--- config.mk ---
export PLATFORM = sky130hd
export DESIGN_NAME = eafc_back
export DESIGN_NICKNAME = d
export VERILOG_FILES = /design/src/rtl/eafc_pkg.sv /design/src/rtl/eafc_back.sv
export SDC_FILE = /design/constraint.sdc
export NUM_CORES = 1
export LEC_CHECK = 0
export BUFFER_PORTS_ARGS = -buffer_cell sky130_fd_sc_hd__clkbuf_2
export CORE_UTILIZATION = 25
export DETAILED_ROUTE_END_ITERATION = 12
export PLACE_DENSITY = 0.47
export SLEW_MARGIN = 25
export SYNTH_ARGS = -nofsm -noshare
export SYNTH_HDL_FRONTEND = slang
export SYNTH_SLANG_ARGS = --single-unit
export TNS_END_PERCENT = 10
--- constraint.sdc ---
create_clock -name clk -period 2.6 [get_ports clk]
set_clock_uncertainty 0.15 [all_clocks]
set_input_delay 0 -clock clk [delete_from_list [all_inputs] [get_ports clk]]
set_output_delay 0 -clock clk [all_outputs]
set_load 0.005 [all_outputs]
--- src/rtl/eafc_pkg.sv ---
// Package with the shared types, constants and CRC matrices of the angle frame checker.
package eafc_pkg;

	// Format codes latched by the back end.
	localparam logic [1:0] FMT_UNKNOWN = 2'd0;
	localparam logic [1:0] FMT_CRC8    = 2'd1;
	localparam logic [1:0] FMT_CRC6    = 2'd2;

	// CRC polynomials, both with a zero initial value and no final XOR.
	localparam logic [7:0] CRC8_POLY = 8'h07;
	localparam logic [5:0] CRC6_POLY = 6'h03;

	// Bits covered by each check.
	localparam int CRC8_DATA_W = 24;
	localparam int CRC6_DATA_W = 18;

	// Default depth of the queue between front and back end.
	localparam int QUEUE_DEPTH_DEFAULT = 4;

	typedef logic [7:0][CRC8_DATA_W-1:0] crc8_mat_t;
	typedef logic [5:0][CRC6_DATA_W-1:0] crc6_mat_t;

	// Classification of one frame, handed from the front end to the back end.
	typedef struct packed {
		logic [20:0] angle8;
		logic [2:0]  status8;
		logic        ok8;
		logic [13:0] angle6;
		logic [3:0]  status6;
		logic        ok6;
	} eafc_cls_t;

	// Bit-serial CRC-8, MSB first; used only to build the matrix below.
	function automatic logic [7:0] crc8_serial(input logic [CRC8_DATA_W-1:0] w);
		logic [7:0] r;
		logic       top;
		r = '0;
		for (int i = CRC8_DATA_W - 1; i >= 0; i--) begin
			top = r[7] ^ w[i];
			r   = {r[6:0], 1'b0};
			if (top) begin
				r = r ^ CRC8_POLY;
			end
		end
		return r;
	endfunction

	// Bit-serial CRC-6, MSB first; used only to build the matrix below.
	function automatic logic [5:0] crc6_serial(input logic [CRC6_DATA_W-1:0] w);
		logic [5:0] r;
		logic       top;
		r = '0;
		for (int i = CRC6_DATA_W - 1; i >= 0; i--) begin
			top = r[5] ^ w[i];
			r   = {r[4:0], 1'b0};
			if (top) begin
				r = r ^ CRC6_POLY;
			end
		end
		return r;
	endfunction

	// Row i holds the data bits whose XOR gives CRC bit i.
	function automatic crc8_mat_t crc8_matrix();
		crc8_mat_t                m;
		logic [7:0]               r;
		logic [CRC8_DATA_W-1:0]   unit;
		m = '0;
		for (int j = 0; j < CRC8_DATA_W; j++) begin
			unit = CRC8_DATA_W'(1) << j;
			r    = crc8_serial(unit);
			for (int i = 0; i < 8; i++) begin
				m[i][j] = r[i];
			end
		end
		return m;
	endfunction

	function automatic crc6_mat_t crc6_matrix();
		crc6_mat_t                m;
		logic [5:0]               r;
		logic [CRC6_DATA_W-1:0]   unit;
		m = '0;
		for (int j = 0; j < CRC6_DATA_W; j++) begin
			unit = CRC6_DATA_W'(1) << j;
			r    = crc6_serial(unit);
			for (int i = 0; i < 6; i++) begin
				m[i][j] = r[i];
			end
		end
		return m;
	endfunction

	localparam crc8_mat_t CRC8_MAT = crc8_matrix();
	localparam crc6_mat_t CRC6_MAT = crc6_matrix();

endpackage

--- src/rtl/eafc_back.sv ---
// Back end: applies the format decision, keeps the held state and registers the result.
module eafc_back import eafc_pkg::*; (
	input  logic        clk,
	input  logic        arst_n,
	input  eafc_cls_t   cls,
	input  logic        cls_empty,
	output logic        cls_pop,
	output logic        empty,
	input  logic        pop,
	output logic [20:0] angle_out,
	output logic [3:0]  status_out,
	output logic        frame_ok,
	output logic [1:0]  format_found,
	output logic [31:0] error_total
);

	logic [1:0]  format_q;
	logic [20:0] held_angle_q;
	logic [3:0]  held_status_q;
	logic [31:0] fail_count_q;
	logic        out_valid_q;

	logic        pass8, pass6, ok;
	logic [1:0]  format_nxt;
	logic [20:0] angle_nxt;
	logic [3:0]  status_nxt;
	logic [31:0] fail_nxt;

	// Take a frame whenever the result register is free or is being emptied.
	assign cls_pop = !cls_empty && (!out_valid_q || pop);
	assign empty   = !out_valid_q;

	// CRC-8 format wins when both pass; once a format is latched, only that format is tried.
	assign pass8 = cls.ok8 && (format_q == FMT_UNKNOWN || format_q == FMT_CRC8);
	assign pass6 = !pass8 && cls.ok6 && (format_q == FMT_UNKNOWN || format_q == FMT_CRC6);
	assign ok    = pass8 || pass6;

	always_comb begin
		format_nxt = format_q;
		angle_nxt  = held_angle_q;
		status_nxt = held_status_q;
		fail_nxt   = fail_count_q;
		priority if (pass8) begin
			format_nxt = FMT_CRC8;
			angle_nxt  = cls.angle8;
			status_nxt = {1'b0, cls.status8};
		end else if (pass6) begin
			format_nxt = FMT_CRC6;
			angle_nxt  = {cls.angle6, 7'd0};
			status_nxt = cls.status6;
		end else if (fail_count_q != '1) begin
			// The error count saturates rather than wrapping.
			fail_nxt = fail_count_q + 32'd1;
		end
	end

	// Held state and result register.
	always_ff @(posedge clk or negedge arst_n) begin
		if (!arst_n) begin
			format_q      <= FMT_UNKNOWN;
			held_angle_q  <= '0;
			held_status_q <= '0;
			fail_count_q  <= '0;
			out_valid_q   <= 1'b0;
		end else begin
			if (cls_pop) begin
				format_q      <= format_nxt;
				held_angle_q  <= angle_nxt;
				held_status_q <= status_nxt;
				fail_count_q  <= fail_nxt;
				out_valid_q   <= 1'b1;
			end else if (pop) begin
				out_valid_q   <= 1'b0;
			end
		end
	end

	always_ff @(posedge clk) begin
		if (cls_pop) begin
			frame_ok <= ok;
		end
	end

	assign angle_out    = held_angle_q;
	assign status_out   = held_status_q;
	assign format_found = format_q;
	assign error_total  = fail_count_q;

endmodule

Word-level counts from Yosys, hierarchy flattened
Index checks and enable logic that the tools add are counted.

storage, ports and cells
  bits in registers = 61
  bits of input ports = 48
  output and inout bits = 62
  word-level logic and storage cells = 36

cells by class
  add/sub/neg operators = 1
  equality and inequality tests = 3
  multiplexer cells = 8
  bitwise gates (word level) = 2
  reductions and logical operators = 16

operators by type and width
  cell                     number
  $mux W21                 2
  $add A32 B1 Y32 const B  1
  $ne A32 B32 Y1 const B   1
  $mux W4                  2
  $logic_and A1 B1 Y1      4
  $logic_or A1 B1 Y1       4
  $mux W2                  2
  $reduce_and A4 Y1        1
  $reduce_bool A2 Y1       2
  $logic_not A1 Y1         3
  $eq A2 B1 Y1 const B     1
  $eq A2 B2 Y1 const B     1
  $logic_not A2 Y1         1
  $mux W1                  2
  $not A1 Y1               2
  $reduce_and A2 Y1        1

Depth between registers and ports, before layout
Gate-level depths: netlist (run 1).

  depth after elaboration = 8
  gate-level depth with buffers = 8
  depth with buffers taken out = 6

Least setup slack after synthesis (run 1)
Ideal clock, no wire load.

  path type = reg-to-reg
  start point = register fail_count_q[0] (netlist: error_total[0])
  end point = register fail_count_q[1] (netlist: error_total[1])
  setup time = 0.125 ns
  data arrival time = 2.012 ns
  required time = 2.325 ns
  path slack = 0.313 ns
  stages on the path, launching flop included = 8
  buffers on the path = 1
  period minus slack after synthesis = 2.287 ns
  cells stage by stage = dfrtp_1 > ha_1 > nand3_1 > or2_1 > or4_1 > buf_2 > nand2_1 > mux2_2

on the way
  word-level cells in the longest chain between the ends = 2
  elaborated cells between the ends (all ways) = 3
  those cells by class = 1 x add/sub; 1 x eq/ne; 1 x reduce/logical

ends and longest elaborated chain
  what                                                                     RTL line         source
  start, declared                                                          eafc_back.sv:20  logic [31:0] fail_count_q;
  start signal, assigned                                                   eafc_back.sv:70  fail_count_q <= fail_nxt;
  parallel branches: the longest is 2 deep, another holds $add A32 B1 Y32  n/a

Several ways; the timed one is not identified.
A chain may end at the register's enable or synchronous reset.

Final worst setup path (run 1)
  start point = register format_q[1] (netlist: format_found[1])
  end point = register held_angle_q[9] (netlist: angle_out[9])

on the way
  word-level cells in the longest chain between the ends = 8
  elaborated cells between the ends (all ways) = 12
  those cells by class = 2 x eq/ne; 1 x mux; 9 x reduce/logical

ends and longest elaborated chain
  what                                              RTL line                          source
  start, declared                                   eafc_back.sv:17                   logic [1:0] format_q;
  start signal, assigned                            eafc_back.sv:67                   format_q <= format_nxt;
  $eq A2 B1 Y1 or $logic_not A2 Y1 (tied branches)  eafc_back.sv:34, eafc_back.sv:35
  $logic_or A1 B1 Y1                                eafc_back.sv:34                   assign pass8 = cls.ok8 && (format_q == FMT_UNKNOWN || format_q == FMT_CRC8);
  $logic_and A1 B1 Y1                               eafc_back.sv:34
  $logic_not A1 Y1                                  eafc_back.sv:35                   assign pass6 = !pass8 && cls.ok6 && (format_q == FMT_UNKNOWN || format_q == FMT_CRC6);
  $logic_and A1 B1 Y1 (2 in a row)                  eafc_back.sv:35
  $reduce_bool A2 Y1 (no source line)               n/a
  $reduce_and A2 Y1 (no source line)                n/a
  end signal, assigned                              eafc_back.sv:68                   held_angle_q <= angle_nxt;
  end, declared                                     eafc_back.sv:18                   logic [20:0] held_angle_q;

Several ways; a longest one is shown, not always the timed one.

==> results of run 1 <==
-- stage by stage --
stage / cells / hold slack, ns / setup slack (ns) / utilization / area, sq um
2_1_floorplan: 297 / -0.446 / 0.313 / - / 2830
5_1_grt: 604 / 0.288 / 0.0167 / 0.397 / 4340
3_5_place_dp: 540 / 0.0338 / 0.383 / 0.325 / 3550
6_report: 604 / 0.218 / 0.201 / 0.397 / 4340
3_3_place_gp: 540 / 0.0274 / 0.450 / 0.325 / 3550
4_1_cts: 604 / 0.277 / 0.126 / 0.397 / 4340
-- cell usage after synthesis (2+ instances only) --
| cell | instances | area (sq um) |
|---|---|---|
| buf_2 | 4 | 20.0 |
| dfrtp_1 | 60 | 1500 |
| nand2_1 | 62 | 233 |
| nand4_1 | 16 | 100 |
| nand3_1 | 25 | 125 |
| and2_1 | 3 | 18.8 |
| clkbuf_1 | 10 | 37.5 |
| nand2b_1 | 3 | 18.8 |
| xor2_1 | 9 | 78.8 |
| nor2_1 | 26 | 97.6 |
| and3_1 | 9 | 56.3 |
| a31oi_1 | 18 | 113 |
| xnor2_1 | 21 | 184 |
| and4_1 | 4 | 35.0 |
| nor3_1 | 6 | 30.0 |
| nor4_1 | 2 | 12.5 |
| inv_1 | 3 | 11.3 |
-- final cells by class --
type | instances | area, sq um | area share
Clock buffer | 13 | 270 | 0.0622
Tap cell | 140 | 175 | 0.0403
Sequential cell | 61 | 1530 | 0.353
Timing Repair Buffer | 166 | 1090 | 0.252
Clock inverter | 3 | 42.5 | 0.00979
Multi-Input combinational cell | 218 | 1220 | 0.281
Inverter | 3 | 11.3 | 0.00259
-- what timing repair did --
action                                  4_1_cts  5_1_grt
resized for setup                             0        1
hold buffers                                 48        0
endpoints found under the setup margin        0       17
endpoints found under the hold margin        88        0
-- state kept, by name, summed over array words and instances, names as in the netlist --
name and count:
frame_ok 1, angle_out 21, out_valid_q 1, error_total 32, status_out 4, format_found 2
-- power breakdown --
group,switching (W),internal (W),leakage (nW)
registers,0.000164,0.00119,0.766
logic,0.000425,0.000568,1.18
clock network,0.000424,0.000819,0.152
total,0.00101,0.00258,2.10
-- kinds of logic (layout without fill, tap and decap cells) --
logic type,after synthesis,in the layout,share of synthesized area
XOR/XNOR,30,30,0.0929
multiplexers,1,1,0.00398
AO/OA/AOI/OAI,23,23,0.0527
buffers and inverters,18,185,0.0283
adder cells (fa/ha/maj),1,1,0.00442
AND/OR/NAND/NOR,163,163,0.276
flip-flops,61,61,0.542
-- layer usage --
layer / vias to the layer above / GRT usage / wire length (microns)
met5: - / 0 / 0
met4: 0 / 0.0637 / 214
li1: 1349 / - / -
met3: 15 / 0.0434 / 356
met2: 60 / 0.220 / 3840
met1: 1302 / 0.201 / 3920
-- worst min-delay path: cells and delay by family --
family	cells	cell delay [ns]
buffers and inverters	3	1.20
-- final timing paths --
| path | from | end | slack [ns] |
|---|---|---|---|
| worst max-delay path | format_found[1]$_DFFE_PN0P_ | angle_out[9]$_DFFE_PN0P_ | 0.20 |
| worst min-delay path | arst_n | error_total[28]$_DFFE_PN0P_ | 0.22 |
| worst max register to register | format_found[1]$_DFFE_PN0P_ | angle_out[9]$_DFFE_PN0P_ | 0.20 |
| worst min register to register | angle_out[5]$_DFFE_PN0P_ | angle_out[5]$_DFFE_PN0P_ | 0.31 |
| max in group asynchronous | arst_n | error_total[21]$_DFFE_PN0P_ | 1.52 |
| min in group clk | pop | format_found[0]$_DFFE_PN0P_ | 0.22 |
==> results.json, run 1 <==
{
  "drive_gt1_frac": 0.300,
  "synth_flop_cell": "dfrtp_1",
  "path_clk_slew_ns": 0.05,
  "port_buffers": 109,
  "post-route-period-util": 0.923,
  "layout_common_cells": "clkbuf_2 (109), nand2_1 (62), dfrtp_1 (60)",
  "numCtsBuffers": 9,
  "hpwl_microns": 5600,
  "criticalPathCategory": "flip-flop to flip-flop",
  "crit_buf_inv": 3,
  "via_per_inst": 4.51,
  "cp-start-kind": "flip-flop",
  "grt_max_degree": 61,
  "p_total_w": 0.00359,
  "area_growth_pct": 53.6,
  "vdd_drop_max_mv": 0.333,
  "fp.dieH_microns": 108,
  "ys_seq_elements": 61,
  "track_usage": 0.149,
  "setup_viol": 0,
  "clockRootBuffer": "clkbuf_16",
  "power.density_nw_per_um2": 827,
  "syn_area_sq_um": 2830,
  "tns_ns": 0,
  "crit_arrival_ns": 2.51,
  "die_area_sq_um": 11700,
  "postCtsSetupBuffers": 0,
  "numClockSinks": 61,
  "worst-path-stages": 8,
  "coreArea_sq_um": 10900,
  "clk-insertion-delay-late_ns": 0.33,
  "cpMaxStageDelayCell": "dlygate4sd3_1",
  "yosysWarnings": 0,
  "routed_wl_microns": 8330,
  "grt_pass1_vias": 2595,
  "end_kind": "flip-flop",
  "min-delay-path-class": "primary input to async pin",
  "syn_nets": 346,
  "grt_pass1_wl_microns": 13300,
  "synth_cell_types": 33,
  "wire_per_inst_microns": 13.8,
  "outcome": "finished clean",
  "worstRegToRegCells": 8,
  "tightest_slew_ns": 0.813,
  "die_w_microns": 108,
  "antennaDiodeCount": 0,
  "relSlewSlack": 0.458,
  "layout_min_cycle_time_ns": 2.40,
  "postRouteAntennaNets": 0,
  "cp.required_ns": 2.71,
  "dr_total_vias": 2726,
  "place.gp.congestion": 0.742,
  "path_max_fanout": 35,
  "clock.fmax_mhz": 417,
  "syn_avg_cell_area_sq_um": 9.52,
  "nNetsFinal": 508,
  "critical-path-top-delay-family": "buffers and inverters",
  "rsz0062_at_grt": "no",
  "seq_area_frac_synth": 0.542,
  "grt-ovfl-total": 0,
  "cp_slowest_stage_delay_ns": 0.57,
  "synthCells": 297,
  "p_leak_nw": 2.10,
  "cts_max_level": 3,
  "synth_edf_count": 1,
  "initial_core_util": 0.259,
  "crit_top_cell": "buf_4",
  "cts_tree": "done",
  "clock_path_buffers": 2,
  "maxCapViolCount": 0,
  "drc": 0,
  "grt_antenna_before_repair": 0,
  "io_pins": 110,
  "drtPass1Iterations": 4,
  "async_reset_ff_frac": 0.984,
  "std_cell_rows": 38,
  "crit_chain": "nand2b_1, buf_4, nand2_1, and2_1, buf_4, nor2_1, a31oi_1, dlygate4sd3_1",
  "final_common_cell": "clkbuf_2",
  "drt_iter0_drc": 79,
  "hold_viol": 0,
  "slew_viol_final": 0,
  "fillers": 1129
}
(Power assumes the default switching activity.)
==> inputs of run 2 (changes only) <==
RECOVER_POWER = 25   (was default)
==> results.json, run 2 (synthesis results as in run 1) <==
{
  "drtPass1Iterations": 4,
  "multiInputGateArea_sq_um": 1220,
  "worst-path-stages": 8,
  "postCtsSetupBuffers": 0,
  "grt_antenna_before_repair": 0,
  "criticalPathCategory": "flip-flop to flip-flop",
  "p_sw_frac": 0.285,
  "final_util": 0.394,
  "p_leak_nw": 2.00,
  "wire_per_inst_microns": 13.9,
  "place.gp.congestion": 0.742,
  "setup_viol": 0,
  "layout_min_cycle_time_ns": 2.40,
  "grt_pass1_vias": 2595,
  "relSlewSlack": 0.457,
  "seqPwrFrac": 0.380,
  "clock_path_buffers": 2,
  "layout_common_cells": "clkbuf_2 (78), nand2_1 (62), dfrtp_1 (60)",
  "numCtsBuffers": 9,
  "antennaDiodeCount": 0,
  "die_w_microns": 108,
  "initial_core_util": 0.259,
  "nNetsFinal": 508,
  "power.internal_w": 0.00254,
  "tightest_slew_ns": 0.814,
  "cp-start-kind": "flip-flop",
  "crit_arrival_ns": 2.51,
  "fillers": 1134,
  "grt-ovfl-total": 0,
  "die_area_sq_um": 11700,
  "io_pins": 110,
  "vdd_drop_max_mv": 0.331,
  "via_per_inst": 4.53,
  "grt_pass1_wl_microns": 13300,
  "rsz0062_at_grt": "no",
  "track_usage": 0.149,
  "grt_max_degree": 61,
  "drc": 0,
  "port_buffers": 109,
  "cpMaxStageDelayCell": "dlygate4sd3_1",
  "switching_power_w": 0.00102,
  "fp.dieH_microns": 108,
  "setup_slack_ns": 0.201,
  "critPathLaunch": "format_found[1]$_DFFE_PN0P_",
  "area_growth_pct": 52.3,
  "postRouteAntennaNets": 0,
  "drt_iter0_drc": 80,
  "dr_total_vias": 2739,
  "largest_register_ffs": 32,
  "cts_tree": "done",
  "cp.required_ns": 2.71,
  "path_max_fanout": 35,
  "path_clk_slew_ns": 0.05,
  "min-delay-path-class": "primary input to async pin",
  "dp.cells": 540,
  "r2r_end": "angle_out[15]$_DFFE_PN0P_",
  "slew_viol_final": 0,
  "ff_latch_area_sq_um": 1530,
  "clk-insertion-delay-late_ns": 0.33,
  "routed_wl_microns": 8370,
  "post-route-period-util": 0.923,
  "end_kind": "flip-flop",
  "critical-path-top-delay-family": "buffers and inverters",
  "crit_chain": "nand2b_1, buf_4, nand2_1, and2_1, buf_4, nor2_1, a31oi_1, dlygate4sd3_1",
  "dp_slack_ns": 0.383,
  "maxCapViolCount": 0,
  "pwr-share-comb": 0.270,
  "clockRootBuffer": "clkbuf_16",
  "critPathCapture": "angle_out[15]$_DFFE_PN0P_",
  "outcome": "finished clean",
  "fin_cells": 604,
  "drive_gt1_frac": 0.233,
  "crit_buf_inv": 3,
  "hpwl_microns": 5600,
  "numClockSinks": 61,
  "cp_slowest_stage_delay_ns": 0.56,
  "coreArea_sq_um": 10900,
  "power.density_nw_per_um2": 827,
  "std_cell_rows": 38,
  "crit_top_cell": "buf_4",
  "worstRegToRegCells": 8,
  "cts_max_level": 3,
  "clock.fmax_mhz": 417,
  "hold_viol": 0,
  "final_common_cell": "clkbuf_2",
  "tns_ns": 0,
  "reg2reg_slack_ns": 0.20,
  "timing.rr.start": "format_found[1]$_DFFE_PN0P_",
  "power_frac_clock": 0.350
}
[run 2: repair_timing]
item / 4_1_cts / 5_1_grt
setup endpoints to repair: 0 / 17
gates resized for setup: 0 / 1
hold buffers: 48 / 0
hold endpoints to repair: 88 / 0
[run 2: worst min path at each step]
stage	end	from	cells past startpoint	slack [ns]
4_1_cts	status_out[2]$_DFFE_PN0P_	arst_n	3	0.28
3_5_place_dp	out_valid_q$_DFFE_PN0P_	cls_empty	2	0.03
5_1_grt	frame_ok$_DFFE_PP_	pop	3	0.29
6_report	error_total[28]$_DFFE_PN0P_	arst_n	3	0.22
3_3_place_gp	out_valid_q$_DFFE_PN0P_	cls_empty	2	0.03
2_1_floorplan	angle_out[0]$_DFFE_PN0P_	arst_n	0	-0.45
[run 2: tightest hold or removal path, stage by stage]
cell and delay (ns):
dlygate4sd3_1 0.52, clkbuf_2 0.09, buf_4 0.59
[run 2: through the flow]
| step | power, W | instance area (sq um) | hold WS (ns) |
|---|---|---|---|
| final | 0.00356 | 4310 | 0.218 |
| after global routing | 0.00379 | 4310 | 0.288 |
| after CTS | 0.00364 | 4340 | 0.277 |
| after detailed placement | 0.00214 | 3550 | 0.0338 |
| after global placement | 0.00212 | 3550 | 0.0274 |
| after floorplan | 0.00170 | 2830 | -0.446 |
[run 2: power groups by stage]
stage	clock network [W]	registers, W	logic [W]
floorplan	0	0.00139	0.000317
global placement	0	0.00136	0.000764
CTS	0.00128	0.00135	0.00100
global route	0.00133	0.00139	0.00108
detailed placement	0	0.00137	0.000773
finish	0.00125	0.00135	0.000960
[run 2: metal layers]
layer / global-route usage / up-vias / routed length [microns]
met5: 0 / - / 0
met4: 0.0637 / 0 / 175
met3: 0.0434 / 13 / 432
met2: 0.220 / 72 / 3850
met1: 0.201 / 1304 / 3920
li1: - / 1350 / -
[run 2: cell type report]
class | count | share of cell area
Clock buffer | 13 | 0.0628
Clock inverter | 3 | 0.00988
Inverter | 3 | 0.00262
Multi-Input combinational cell | 218 | 0.283
Sequential cell | 61 | 0.356
Tap cell | 140 | 0.0407
Timing Repair Buffer | 166 | 0.245
